## config.mk

```make
export PLATFORM = sky130hd
export DESIGN_NAME = tagged_text_word_tokenizer_flat
export DESIGN_NICKNAME = d
export VERILOG_FILES = /design/src/rtl/core/ttwt_pkg.sv /design/src/rtl/core/ttwt_req_if.sv /design/src/rtl/core/ttwt_rsp_if.sv /design/src/rtl/core/tagged_text_word_tokenizer.sv /design/src/rtl/core/ttwt_parser.sv /design/src/rtl/core/ttwt_out_buf.sv /design/src/flat_wrapper.sv
export VERILOG_INCLUDE_DIRS = /design/src /design/src/rtl/core
export SDC_FILE = /design/constraint.sdc
export NUM_CORES = 1
export LEC_CHECK = 0
export BUFFER_PORTS_ARGS = -buffer_cell sky130_fd_sc_hd__buf_2
export CAP_MARGIN = 15
export CORE_UTILIZATION = 40
export DETAILED_ROUTE_END_ITERATION = 10
export PLACE_DENSITY = 0.67
export SLEW_MARGIN = 20
export SYNTH_ARGS = -nofsm -noshare
export SYNTH_HDL_FRONTEND = slang
export SYNTH_HIERARCHICAL = 1
export SYNTH_SLANG_ARGS = --single-unit
```

## constraint.sdc

```tcl
create_clock -name clock -period 2.9 [get_ports clock]
set_clock_uncertainty 0.2 [all_clocks]
set_input_delay 0 -clock clock [delete_from_list [all_inputs] [get_ports clock]]
set_output_delay 0 -clock clock [all_outputs]
set_load 0.02 [all_outputs]
```

## src/rtl/core/tagged_text_word_tokenizer_assert.svh

```systemverilog
// Assertion macros shared by the tokenizer RTL.
// Simulation builds get concurrent assertions; synthesis builds get nothing.
`ifndef TAGGED_TEXT_WORD_TOKENIZER_ASSERT_SVH
`define TAGGED_TEXT_WORD_TOKENIZER_ASSERT_SVH

`ifndef SYNTHESIS

// Same-cycle implication, disabled while reset is high.
`define TTWT_ASSERT_IMP(name, clk, rst, ante, cons) \
   name: assert property (@(posedge clk) disable iff (rst) (ante) |-> (cons)) \
      else $error("tokenizer assertion failed");

// Next-cycle implication, disabled while reset is high.
`define TTWT_ASSERT_NXT(name, clk, rst, ante, cons) \
   name: assert property (@(posedge clk) disable iff (rst) (ante) |=> (cons)) \
      else $error("tokenizer assertion failed");

`else

`define TTWT_ASSERT_IMP(name, clk, rst, ante, cons)

`define TTWT_ASSERT_NXT(name, clk, rst, ante, cons)

`endif

`endif

```

## src/rtl/core/ttwt_pkg.sv

```systemverilog
`timescale 1ns / 1ps

package ttwt_pkg;

   // Width of the saturating document counter.
   localparam int DOC_COUNT_BITS = 32;

   // Counter width after extension so it can be compared against the port maximum.
   localparam int CountExtBits = (DOC_COUNT_BITS > 32) ? DOC_COUNT_BITS : 32;

   localparam logic [31:0] DocTotalMax = 32'hFFFF_FFFF;

   // Markup characters.
   localparam logic [7:0] ChTagOpen  = 8'h3C;  // '<'
   localparam logic [7:0] ChTagClose = 8'h3E;  // '>'
   localparam logic [7:0] ChSlash    = 8'h2F;  // '/'
   localparam logic [7:0] ChUpperD   = 8'h44;  // 'D'
   localparam logic [7:0] ChUpperO   = 8'h4F;  // 'O'
   localparam logic [7:0] ChUpperC   = 8'h43;  // 'C'
   localparam logic [7:0] ChUpperN   = 8'h4E;  // 'N'

   typedef struct packed {
      logic        letter_valid;
      logic [6:0]  out_letter;
      logic        word_end;
      logic        doc_end;
      logic [31:0] doc_total;
   } rsp_payload_type;

   // What the parser hands to the output buffer for one byte.
   typedef struct packed {
      logic            valid;
      rsp_payload_type payload;
   } parse_result_type;

endpackage

```

## src/rtl/core/ttwt_req_if.sv

```systemverilog
`timescale 1ns / 1ps

interface ttwt_req_if;
   logic       valid;
   logic       ready;
   logic [7:0] in_byte;
   logic       line_last;

   modport source (output valid, output in_byte, output line_last, input ready);
   modport sink (input valid, input in_byte, input line_last, output ready);
endinterface

```

## src/rtl/core/ttwt_rsp_if.sv

```systemverilog
`timescale 1ns / 1ps

interface ttwt_rsp_if;
   logic        valid;
   logic        ready;
   logic        letter_valid;
   logic [6:0]  out_letter;
   logic        word_end;
   logic        doc_end;
   logic [31:0] doc_total;

   modport source (output valid, output letter_valid, output out_letter,
                   output word_end, output doc_end, output doc_total, input ready);
   modport sink (input valid, input letter_valid, input out_letter,
                 input word_end, input doc_end, input doc_total, output ready);
endinterface

```

## src/rtl/core/tagged_text_word_tokenizer.sv

```systemverilog
`timescale 1ns / 1ps

// Channel   Direction  Transaction contents
// req_bus   in         in_byte (8 bits), line_last (1 bit)
// rsp_bus   out        letter_valid, out_letter (7), word_end, doc_end, doc_total (32)
//
// One byte is accepted per cycle unless a stall on rsp_bus holds it back; a byte is held
// in the input register, then its result, if any, goes to the result register on rsp_bus.
// Bytes that produce no result update the tag and word state and are then dropped.
// Reset is synchronous and clears the tag state, the word state and the document count.
// A stall on rsp_bus holds the result register and, through it, the input register,
// so req_bus.ready falls only while both stages are full and the output is stalled.
module tagged_text_word_tokenizer import ttwt_pkg::*; (
   input  logic       clock,
   input  logic       reset,
   ttwt_req_if.sink   req_bus,
   ttwt_rsp_if.source rsp_bus
);

   // Input register: holds the accepted byte until the parser can retire it.
   logic       in_valid_ff, in_valid_in;
   logic [7:0] in_byte_ff;
   logic       line_last_ff;

   logic             out_can_take;
   logic             advance;
   logic             req_fire;
   parse_result_type parse_result;

   // The parser retires the held byte whenever the result register has room for
   // its result, whether or not the byte actually produces one.
   assign advance      = in_valid_ff && out_can_take;
   assign req_bus.ready = !in_valid_ff || advance;
   assign req_fire      = req_bus.valid && req_bus.ready;

   always_comb begin
      in_valid_in = in_valid_ff;
      if (req_bus.ready) begin
         in_valid_in = req_bus.valid;
      end
   end

   always_ff @(posedge clock) begin
      if (reset) begin
         in_valid_ff <= 1'b0;
      end else begin
         in_valid_ff <= in_valid_in;
      end
   end

   // Payload registers load only on an accepted transaction and need no reset.
   always_ff @(posedge clock) begin
      if (req_fire) begin
         in_byte_ff   <= req_bus.in_byte;
         line_last_ff <= req_bus.line_last;
      end
   end

   // Tag matching, word tracking and the document counter.
   ttwt_parser u_parser (
      .clock     (clock),
      .reset     (reset),
      .fire      (advance),
      .in_byte   (in_byte_ff),
      .line_last (line_last_ff),
      .result    (parse_result)
   );

   // Result register; only bytes that produce a result are loaded into it.
   ttwt_out_buf u_out_buf (
      .clock    (clock),
      .reset    (reset),
      .load     (advance && parse_result.valid),
      .payload  (parse_result.payload),
      .can_take (out_can_take),
      .rsp_bus  (rsp_bus)
   );

endmodule

```

## src/rtl/core/ttwt_parser.sv

```systemverilog
`timescale 1ns / 1ps
`include "tagged_text_word_tokenizer_assert.svh"

// Tag and word state for one byte; state advances only when fire is high.
module ttwt_parser import ttwt_pkg::*; (
   input  logic             clock,
   input  logic             reset,
   input  logic             fire,
   input  logic [7:0]       in_byte,
   input  logic             line_last,
   output parse_result_type result
);

   typedef enum logic [2:0] {
      TM_EMPTY = 3'd0,
      TM_D     = 3'd1,
      TM_DO    = 3'd2,
      TM_DOC   = 3'd3,
      TM_DOCN  = 3'd4,
      TM_DOCNO = 3'd5,
      TM_OTHER = 3'd6
   } tag_match_type;

   logic                      in_tag_ff, in_tag_in;
   logic                      in_content_ff, in_content_in;
   logic                      in_docid_ff, in_docid_in;
   logic                      closing_tag_ff, closing_tag_in;
   tag_match_type             tag_match_ff, tag_match_in;
   logic                      word_open_ff, word_open_in;
   logic                      prev_was_open_ff, prev_was_open_in;
   logic [DOC_COUNT_BITS-1:0] doc_counter_ff, doc_counter_in;

   tag_match_type             match_step;
   logic                      is_upper;
   logic                      is_lower;
   logic                      lv, we, de;
   logic [6:0]                letter;
   logic [CountExtBits-1:0]   count_ext;

   // Exact match against DOC and DOCNO, one character per step.
   always_comb begin
      case (tag_match_ff)
         TM_EMPTY: match_step = (in_byte == ChUpperD) ? TM_D     : TM_OTHER;
         TM_D:     match_step = (in_byte == ChUpperO) ? TM_DO    : TM_OTHER;
         TM_DO:    match_step = (in_byte == ChUpperC) ? TM_DOC   : TM_OTHER;
         TM_DOC:   match_step = (in_byte == ChUpperN) ? TM_DOCN  : TM_OTHER;
         TM_DOCN:  match_step = (in_byte == ChUpperO) ? TM_DOCNO : TM_OTHER;
         default:  match_step = TM_OTHER;
      endcase
   end

   assign is_upper = (in_byte >= 8'h41) && (in_byte <= 8'h5A);
   assign is_lower = (in_byte >= 8'h61) && (in_byte <= 8'h7A);

   always_comb begin
      in_tag_in        = in_tag_ff;
      in_content_in    = in_content_ff;
      in_docid_in      = in_docid_ff;
      closing_tag_in   = closing_tag_ff;
      tag_match_in     = tag_match_ff;
      word_open_in     = word_open_ff;
      doc_counter_in   = doc_counter_ff;
      prev_was_open_in = 1'b0;
      lv               = 1'b0;
      we               = 1'b0;
      de               = 1'b0;
      letter           = 7'd0;

      if (in_byte == ChTagOpen) begin
         in_tag_in        = 1'b1;
         in_content_in    = 1'b0;
         we               = word_open_ff;
         word_open_in     = 1'b0;
         prev_was_open_in = !line_last;
      end else if (in_byte == ChTagClose) begin
         in_tag_in     = 1'b0;
         in_content_in = 1'b1;
         we            = word_open_ff;
         word_open_in  = 1'b0;
         if (closing_tag_ff) begin
            if (tag_match_ff == TM_DOCNO) begin
               in_docid_in = 1'b0;
            end else if (tag_match_ff == TM_DOC) begin
               if (doc_counter_ff != {DOC_COUNT_BITS{1'b1}}) begin
                  doc_counter_in = doc_counter_ff + DOC_COUNT_BITS'(1);
               end
               de = 1'b1;
            end
            closing_tag_in = 1'b0;
         end else if (tag_match_ff == TM_DOCNO) begin
            in_docid_in = 1'b1;
         end
         tag_match_in = TM_EMPTY;
      end else if (in_tag_ff) begin
         if ((in_byte == ChSlash) && prev_was_open_ff) begin
            closing_tag_in = 1'b1;
         end else begin
            tag_match_in = match_step;
         end
      end else if (in_content_ff && !in_docid_ff) begin
         if (is_upper || is_lower) begin
            lv           = 1'b1;
            // Setting bit 5 lower-cases an ASCII letter.
            letter       = in_byte[6:0] | 7'h20;
            we           = line_last;
            word_open_in = !line_last;
         end else if (word_open_ff) begin
            we           = 1'b1;
            word_open_in = 1'b0;
         end
      end
   end

   assign count_ext = CountExtBits'(doc_counter_in);

   always_comb begin
      result.valid                = lv || we || de;
      result.payload.letter_valid = lv;
      result.payload.out_letter   = letter;
      result.payload.word_end     = we;
      result.payload.doc_end      = de;
      result.payload.doc_total    = (count_ext > CountExtBits'(DocTotalMax)) ?
                                    DocTotalMax : count_ext[31:0];
   end

   always_ff @(posedge clock) begin
      if (reset) begin
         in_tag_ff        <= 1'b0;
         in_content_ff    <= 1'b0;
         in_docid_ff      <= 1'b0;
         closing_tag_ff   <= 1'b0;
         tag_match_ff     <= TM_EMPTY;
         word_open_ff     <= 1'b0;
         prev_was_open_ff <= 1'b0;
         doc_counter_ff   <= '0;
      end else if (fire) begin
         in_tag_ff        <= in_tag_in;
         in_content_ff    <= in_content_in;
         in_docid_ff      <= in_docid_in;
         closing_tag_ff   <= closing_tag_in;
         tag_match_ff     <= tag_match_in;
         word_open_ff     <= word_open_in;
         prev_was_open_ff <= prev_was_open_in;
         doc_counter_ff   <= doc_counter_in;
      end
   end

   // A slash can only mark a closing tag while a tag is open.
   `TTWT_ASSERT_IMP(a_prev_open_in_tag, clock, reset, prev_was_open_ff, in_tag_ff)
   // An open word only lives in content text outside a tag.
   `TTWT_ASSERT_IMP(a_word_in_content, clock, reset, word_open_ff,
                    in_content_ff && !in_tag_ff)
   // A document end always leaves a nonzero count behind.
   `TTWT_ASSERT_NXT(a_doc_end_counts, clock, reset, fire && de, doc_counter_ff != '0)

endmodule

```

## src/rtl/core/ttwt_out_buf.sv

```systemverilog
`timescale 1ns / 1ps

// Result register in front of the response channel.
module ttwt_out_buf import ttwt_pkg::*; (
   input  logic            clock,
   input  logic            reset,
   input  logic            load,
   input  rsp_payload_type payload,
   output logic            can_take,
   ttwt_rsp_if.source      rsp_bus
);

   logic            valid_ff, valid_in;
   rsp_payload_type data_ff;

   assign can_take = !valid_ff || rsp_bus.ready;

   always_comb begin
      valid_in = valid_ff;
      if (can_take) begin
         valid_in = load;
      end
   end

   always_ff @(posedge clock) begin
      if (reset) begin
         valid_ff <= 1'b0;
      end else begin
         valid_ff <= valid_in;
      end
   end

   always_ff @(posedge clock) begin
      if (can_take && load) begin
         data_ff <= payload;
      end
   end

   assign rsp_bus.valid        = valid_ff;
   assign rsp_bus.letter_valid = data_ff.letter_valid;
   assign rsp_bus.out_letter   = data_ff.out_letter;
   assign rsp_bus.word_end     = data_ff.word_end;
   assign rsp_bus.doc_end      = data_ff.doc_end;
   assign rsp_bus.doc_total    = data_ff.doc_total;

endmodule
```

## src/flat_wrapper.sv

```systemverilog
// flat-port wrapper written by rule: the top's interface ports become plain ports
module tagged_text_word_tokenizer_flat import ttwt_pkg::*;
  (clock, reset, req_bus_valid, req_bus_in_byte, req_bus_line_last, req_bus_ready, rsp_bus_valid, rsp_bus_letter_valid, rsp_bus_out_letter, rsp_bus_word_end, rsp_bus_doc_end, rsp_bus_doc_total, rsp_bus_ready);
  ttwt_req_if req_bus_i ();
  ttwt_rsp_if rsp_bus_i ();
  input  logic clock;
  input  logic reset;
  input wire logic [$bits(req_bus_i.valid)-1:0] req_bus_valid;
  input wire logic [$bits(req_bus_i.in_byte)-1:0] req_bus_in_byte;
  input wire logic [$bits(req_bus_i.line_last)-1:0] req_bus_line_last;
  output wire logic [$bits(req_bus_i.ready)-1:0] req_bus_ready;
  output wire logic [$bits(rsp_bus_i.valid)-1:0] rsp_bus_valid;
  output wire logic [$bits(rsp_bus_i.letter_valid)-1:0] rsp_bus_letter_valid;
  output wire logic [$bits(rsp_bus_i.out_letter)-1:0] rsp_bus_out_letter;
  output wire logic [$bits(rsp_bus_i.word_end)-1:0] rsp_bus_word_end;
  output wire logic [$bits(rsp_bus_i.doc_end)-1:0] rsp_bus_doc_end;
  output wire logic [$bits(rsp_bus_i.doc_total)-1:0] rsp_bus_doc_total;
  input wire logic [$bits(rsp_bus_i.ready)-1:0] rsp_bus_ready;
  assign req_bus_i.valid = req_bus_valid;
  assign req_bus_i.in_byte = req_bus_in_byte;
  assign req_bus_i.line_last = req_bus_line_last;
  assign req_bus_ready = req_bus_i.ready;
  assign rsp_bus_valid = rsp_bus_i.valid;
  assign rsp_bus_letter_valid = rsp_bus_i.letter_valid;
  assign rsp_bus_out_letter = rsp_bus_i.out_letter;
  assign rsp_bus_word_end = rsp_bus_i.word_end;
  assign rsp_bus_doc_end = rsp_bus_i.doc_end;
  assign rsp_bus_doc_total = rsp_bus_i.doc_total;
  assign rsp_bus_i.ready = rsp_bus_ready;
  tagged_text_word_tokenizer u_core (.clock(clock), .reset(reset), .req_bus(req_bus_i), .rsp_bus(rsp_bus_i));
endmodule
```

Word-level counts from Yosys, hierarchy flattened. Index checks and enable logic that the tools add are counted.

Add/subtract/negate cells: 1. $lt $le $gt $ge: 5. Eq/ne operators: 15. Muxes and demuxes: 48. Bitwise operators: 3. Reductions and logical operators: 29.

Operators by type and width (number): $mux W32 (6); $add A32 B1 Y32 const B (1); $eq A8 B7 Y1 const B (4); $gt A32 B32 Y1 const B (1); $mux W1 (32); $ne A32 B32 Y1 const B (1); $eq A8 B6 Y1 const B (3); $mux W3 (6); $ge A8 B7 Y1 const B (2); $le A8 B7 Y1 const B (2); $pmux W3 S5 (1); $reduce_and A4 Y1 (3); $logic_and A1 B1 Y1 (8); $eq A3 B2 Y1 const B (2); $eq A3 B3 Y1 const B (2); $mux W6 (1); $reduce_bool A2 Y1 (3); $logic_or A1 B1 Y1 (5); $reduce_or A5 Y1 (1); $logic_not A1 Y1 (4); $mux W2 (2); $reduce_or A4 Y1 (1); $eq A3 B1 Y1 const B (1); $logic_not A3 Y1 (1); 6 further kinds (8).

Register bits: 94. Word-level logic and storage cells: 119.

Logic depth before layout (Yosys ltp).
Depth after elaboration: 12. Depth in mapped cells: 9.

Hierarchy. The synthesis kept the hierarchy.

Modules (own cells, without submodules): ttwt_parser (times used 1, cells each 381, area an instance 2987.9 um^2, seq. area each 820.8 um^2); ttwt_out_buf (times used 1, cells each 47, area an instance 1316.3 um^2, seq. area each 1281.2 um^2); tagged_text_word_tokenizer (times used 1, cells each 16, area an instance 340.3 um^2, seq. area each 290.3 um^2).

Least setup slack after synthesis. OpenSTA, ideal clock, no wires.

Path type: register -> register. From: reg u_core.in_byte_ff[0]. To: reg u_core.u_out_buf.data_ff, in the netlist u_core/u_out_buf/rsp_bus.doc_end, enable pin. Library setup time: 356 ps. Data arrival time: 2220 ps. Data required time: 2344 ps. Path slack: 123 ps. Cell stages (with the launch flop): 9. Path buffers: 1. Clock period less this slack: 2777 ps. Path through: edfxtp_1 > clkbuf_1 > a21oi_1 > nor2_1 > nor4_1 > o22ai_1 > nand2_1 > and3_2 > and2_4.

RTL lines: start, declared (line tagged_text_word_tokenizer.sv:22) `logic [7:0] in_byte_ff;`; start signal, assigned (line tagged_text_word_tokenizer.sv:54) `in_byte_ff <= req_bus.in_byte;`; end signal, assigned (line ttwt_out_buf.sv:35) `data_ff <= payload;`; end, declared (line ttwt_out_buf.sv:14) `rsp_payload_type data_ff;`.

Worst setup path in the final report.
From: reg u_core.u_parser.doc_counter_ff[0]. To: reg u_core.u_out_buf.data_ff, in the netlist u_core/u_out_buf/rsp_bus.doc_total[30] (data pin).

Longest elaborated chain between the ends: 8. Elaborated cells on any way between the ends: 9.

RTL lines: start, declared (line ttwt_parser.sv:31) `logic [DOC_COUNT_BITS-1:0] doc_counter_ff, doc_counter_in;`; start signal, assigned (line ttwt_parser.sv:144) `doc_counter_ff <= doc_counter_in;`; $add A32 B1 Y32 or $ne A32 B32 Y1 (tied branches) (line ttwt_parser.sv:85, ttwt_parser.sv:84); $mux W32 (line ttwt_parser.sv:84) `if (doc_counter_ff != {DOC_COUNT_BITS{1'b1}}) begin`; $mux W32 (line ttwt_parser.sv:83) `end else if (tag_match_ff == TM_DOC) begin`; $mux W32 (line ttwt_parser.sv:81) `if (tag_match_ff == TM_DOCNO) begin`; $mux W32 (line ttwt_parser.sv:80) `if (closing_tag_ff) begin`; $mux W32 (line ttwt_parser.sv:75) `end else if (in_byte == ChTagClose) begin`; $mux W32 * (line ttwt_parser.sv:69) `if (in_byte == ChTagOpen) begin`; $gt A32 B32 Y1 (line ttwt_parser.sv:122) `result.payload.doc_total = (count_ext > CountExtBits'(DocTotalMax)) ?`.

Mark *: on every way between the ends. The rest lies on a longest branch, timed or not. A chain may end at the register's enable or synchronous reset.

==> flow_metrics.env <==
export IMPL_h_tree_depth=3
export IMPL_antenna_cells=0
export IMPL_timing_final_crit_share_pct=94.5
export IMPL_critPathCaptureType="flip-flop"
export IMPL_nNetsFinal=525
export IMPL_ios=57
export IMPL_routabilityCongestion=0.856
export IMPL_power_frac_seq_pct=55.4
export IMPL_place_area_um2=5080
export IMPL_synthArstFlopShare_pct=0
export IMPL_clock_latency_ns=0.34
export IMPL_switchingPower_uw=530
export IMPL_drt_pre_antenna_iters=4
export IMPL_crit_type="reg2reg"
export IMPL_synthFlopType="edfxtp_1"
export IMPL_worstPathRequired_ns=2.80
export IMPL_synthTopCellsByCount="51 x edfxtp_1, 43 x dfxtp_1, 30 x a21oi_1"
export IMPL_final_layout_size_suffix_gt1_share_pct=23.1
export IMPL_hp_class="in2reg"
export IMPL_die_h_um=110
export IMPL_core_area_um2=11100
export IMPL_yosys_warnings=6
export IMPL_power_internal_mw=2.03
export IMPL_hpwl_um=6640
export IMPL_synth_top_area_share_pct=33.0
export IMPL_hold_viol=0
export IMPL_synth_seq_cells=94
export IMPL_yosys_cell_types_count=67
export IMPL_cts_path_max_buffers=2
export IMPL_grt_pass1_wl_um=16100
export IMPL_r2r_cells=5
export IMPL_run_status="finished clean"
export IMPL_synth_area_top_cells="edfxtp_1 33%, dfxtp_1 19%, xor2_1 4.5%, a21oi_1 3.2%, nor2_1 2.3%"
export IMPL_drc_errors=0
export IMPL_p_leak_nw=1.87
export IMPL_antenna_found_initial=0
export IMPL_dieArea_um2=12000
export IMPL_yosysTopAreaCell="edfxtp_1"
export IMPL_setup_viol=0
export IMPL_grt_use_total_pct=17.5
export IMPL_rrSetupSlack_ns=0.16
export IMPL_p_clk_share_pct=41.9
export IMPL_cts_root_buf="clkbuf_16"
export IMPL_post_drt_wl_per_cell_um=15.1
export IMPL_worst_pin_slew_ns=0.909
export IMPL_row_count=38
export IMPL_start_util_pct=41.9
export IMPL_powerDensity_nw_per_um2=469
export IMPL_finalSetupTns_ns=0
export IMPL_rr_startpoint="u_core/u_parser/doc_counter_ff[0]"
export IMPL_vias=3628
export IMPL_fin_crit_ns=2.74
export IMPL_avgSynthCellArea_um2=10.5
export IMPL_stdcell_area_um2=5470
export IMPL_synth_fp_nets=458
export IMPL_post_cts_buffers=0
export IMPL_antenna_left=0
export IMPL_syn_area_um2=4640
export IMPL_slew_headroom_pct=39.4
export IMPL_fmax_mhz=365
export IMPL_hold_start="reset"
export IMPL_yosysMostFrequentCell="edfxtp_1"
export IMPL_dp_slack_ns=0.228
export IMPL_layout_setup_ws_ns=0.160
export IMPL_seq_area_frac_synth_pct=51.5
export IMPL_area_growth_pct=17.7
export IMPL_grt_overflow_total=0
export IMPL_grt_max_degree=47
export IMPL_cts_sinks=94
export IMPL_drv_cap=0
export IMPL_port_buffers=56
export IMPL_p_total_mw=2.56
export IMPL_crit_start="u_core/u_parser/doc_counter_ff[0]"
export IMPL_die_x_um=110
export IMPL_rsz0062_at_grt="no"
export IMPL_cts_clk_slew_worst_paths_ns=0.06
export IMPL_drv_slew=0
export IMPL_combPwrFrac_pct=2.7
export IMPL_critPathArrivalTime_ns=2.64
export IMPL_cts_tree="yes"
export IMPL_postCtsResizedCells=0
export IMPL_grt_pass1_vias=3464
export IMPL_vias_per_cell=5.54
export IMPL_syn_inst=444
export IMPL_switching_share_pct=20.7
export IMPL_reg2reg_to="u_core/u_out_buf/rsp_bus.doc_total[30]"
export IMPL_startpoint_type="flip-flop"
export IMPL_crit_fanout=7
export IMPL_numCtsBuffers=9
export IMPL_synth_edf_count=51
export IMPL_wirelength_um=9860
export IMPL_initialDrtViolationCount=218
export IMPL_holdWs_ns=0.0776
export IMPL_endpoint="u_core/u_out_buf/rsp_bus.doc_total[30]"
export IMPL_ir_drop_uv=259
## how the worst min path moves through the flow
stage,end,slack [ns],cells past startpoint
6_report,u_core/u_parser/doc_counter_ff[16],0.08,2
5_1_grt,u_core/u_parser/in_content_ff,0.12,2
4_1_cts,u_core/u_parser/doc_counter_ff[16],0.07,2
3_5_place_dp,u_core/in_byte_ff[5],-0.02,1
3_3_place_gp,u_core/in_byte_ff[4],-0.02,1
2_1_floorplan,u_core/in_valid_ff,-0.14,1
## cell families (layout without fill, tap and decap cells)
| logic type | count (synthesis) | in the layout | synth area share (%) |
|---|---|---|---|
| flops | 94 | 94 | 51.5 |
| compound gates | 80 | 80 | 11.4 |
| xor+xnor | 32 | 32 | 6.03 |
| mux | 6 | 6 | 1.48 |
| simple gates | 193 | 193 | 25.5 |
| fa+ha+maj | 1 | 1 | 0.269 |
| buf+inv | 38 | 109 | 3.77 |
## placed cells by master, fill, tap and decap left out, types with 3 or more instances in the layout
cell type	netlist	layout
or3_1	15	15
inv_1	9	9
nand3_1	15	15
buf_4	4	15
o31a_1	3	3
and2_1	5	5
o31ai_1	8	8
and3_1	6	6
xnor2_1	8	8
dfxtp_1	43	43
dlygate4sd3_1	0	12
nor2_1	29	29
nand3b_1	4	4
or4b_2	3	3
xor2_1	24	24
edfxtp_1	51	51
buf_2	7	56
nor3b_1	3	3
nor4_1	12	12
a211oi_1	4	4
nand2b_1	3	3
nor3_1	15	15
and4_1	3	3
nand4_1	16	16
a31oi_1	3	3
or4_1	10	10
o21ai_0	17	17
clkinv_2	0	3
nand2_1	27	27
clkbuf_16	0	9
a21oi_1	30	30
nor2b_1	4	4
## worst max-delay path, stage by stage, from the launching register on
cell	delay [ns]
dfxtp_1	0.43
ha_1	0.24
nand3_1	0.12
or4_4	0.64
or4_4	0.56
mux2_4	0.30
## routing by layer
| metal | GRT usage [%] | wire, µm |
|---|---|---|
| met1 | 20.6 | 4310 |
| met2 | 30.9 | 4940 |
| met4 | 7.81 | 191 |
| met3 | 3.14 | 418 |
| met5 | 0 | 0 |
## per-stage QoR
stage	std cells	util [%]
6_report	655	49.3
2_1_floorplan	444	-
4_1_cts	655	49.3
5_1_grt	655	49.3
3_5_place_dp	628	45.8
3_3_place_gp	628	45.8
## final cells by class
| type | count | area, µm² |
|---|---|---|
| fillers | 1013 | 5610 |
| flip-flops and latches | 94 | 2390 |
| multi-input cells | 312 | 2080 |
| repair buffers | 83 | 513 |
| clock buffers | 11 | 243 |
| well taps | 140 | 175 |
| inverters | 11 | 41.3 |
| clock inverters | 4 | 23.8 |
## registers in the layout, summed over array words and instances (netlist names), 3 cells and up
name                                 count
u_core/in_byte_ff                        8
u_core/u_out_buf/rsp_bus.doc_total      32
u_core/u_out_buf/rsp_bus.out_letter      7
u_core/u_parser/doc_counter_ff          32
u_core/u_parser/tag_match_ff             3
## power groups by stage
stage                     logic (mW)  registers, mW  clock network, mW
final                         0.0687           1.42               1.07
after detailed placement      0.0561           1.45                  0
after floorplan               0.0434           1.44                  0
after CTS                     0.0684           1.42               1.10
after global placement        0.0554           1.45                  0
after global routing          0.0748           1.42               1.14
## what timing repair did
item / CTS / global route
endpoints found under the hold margin: 20 / 0
hold buffers: 12 / 0
setup endpoints to repair: 0 / 1
Note: power is estimated with default switching activity, not from simulation.
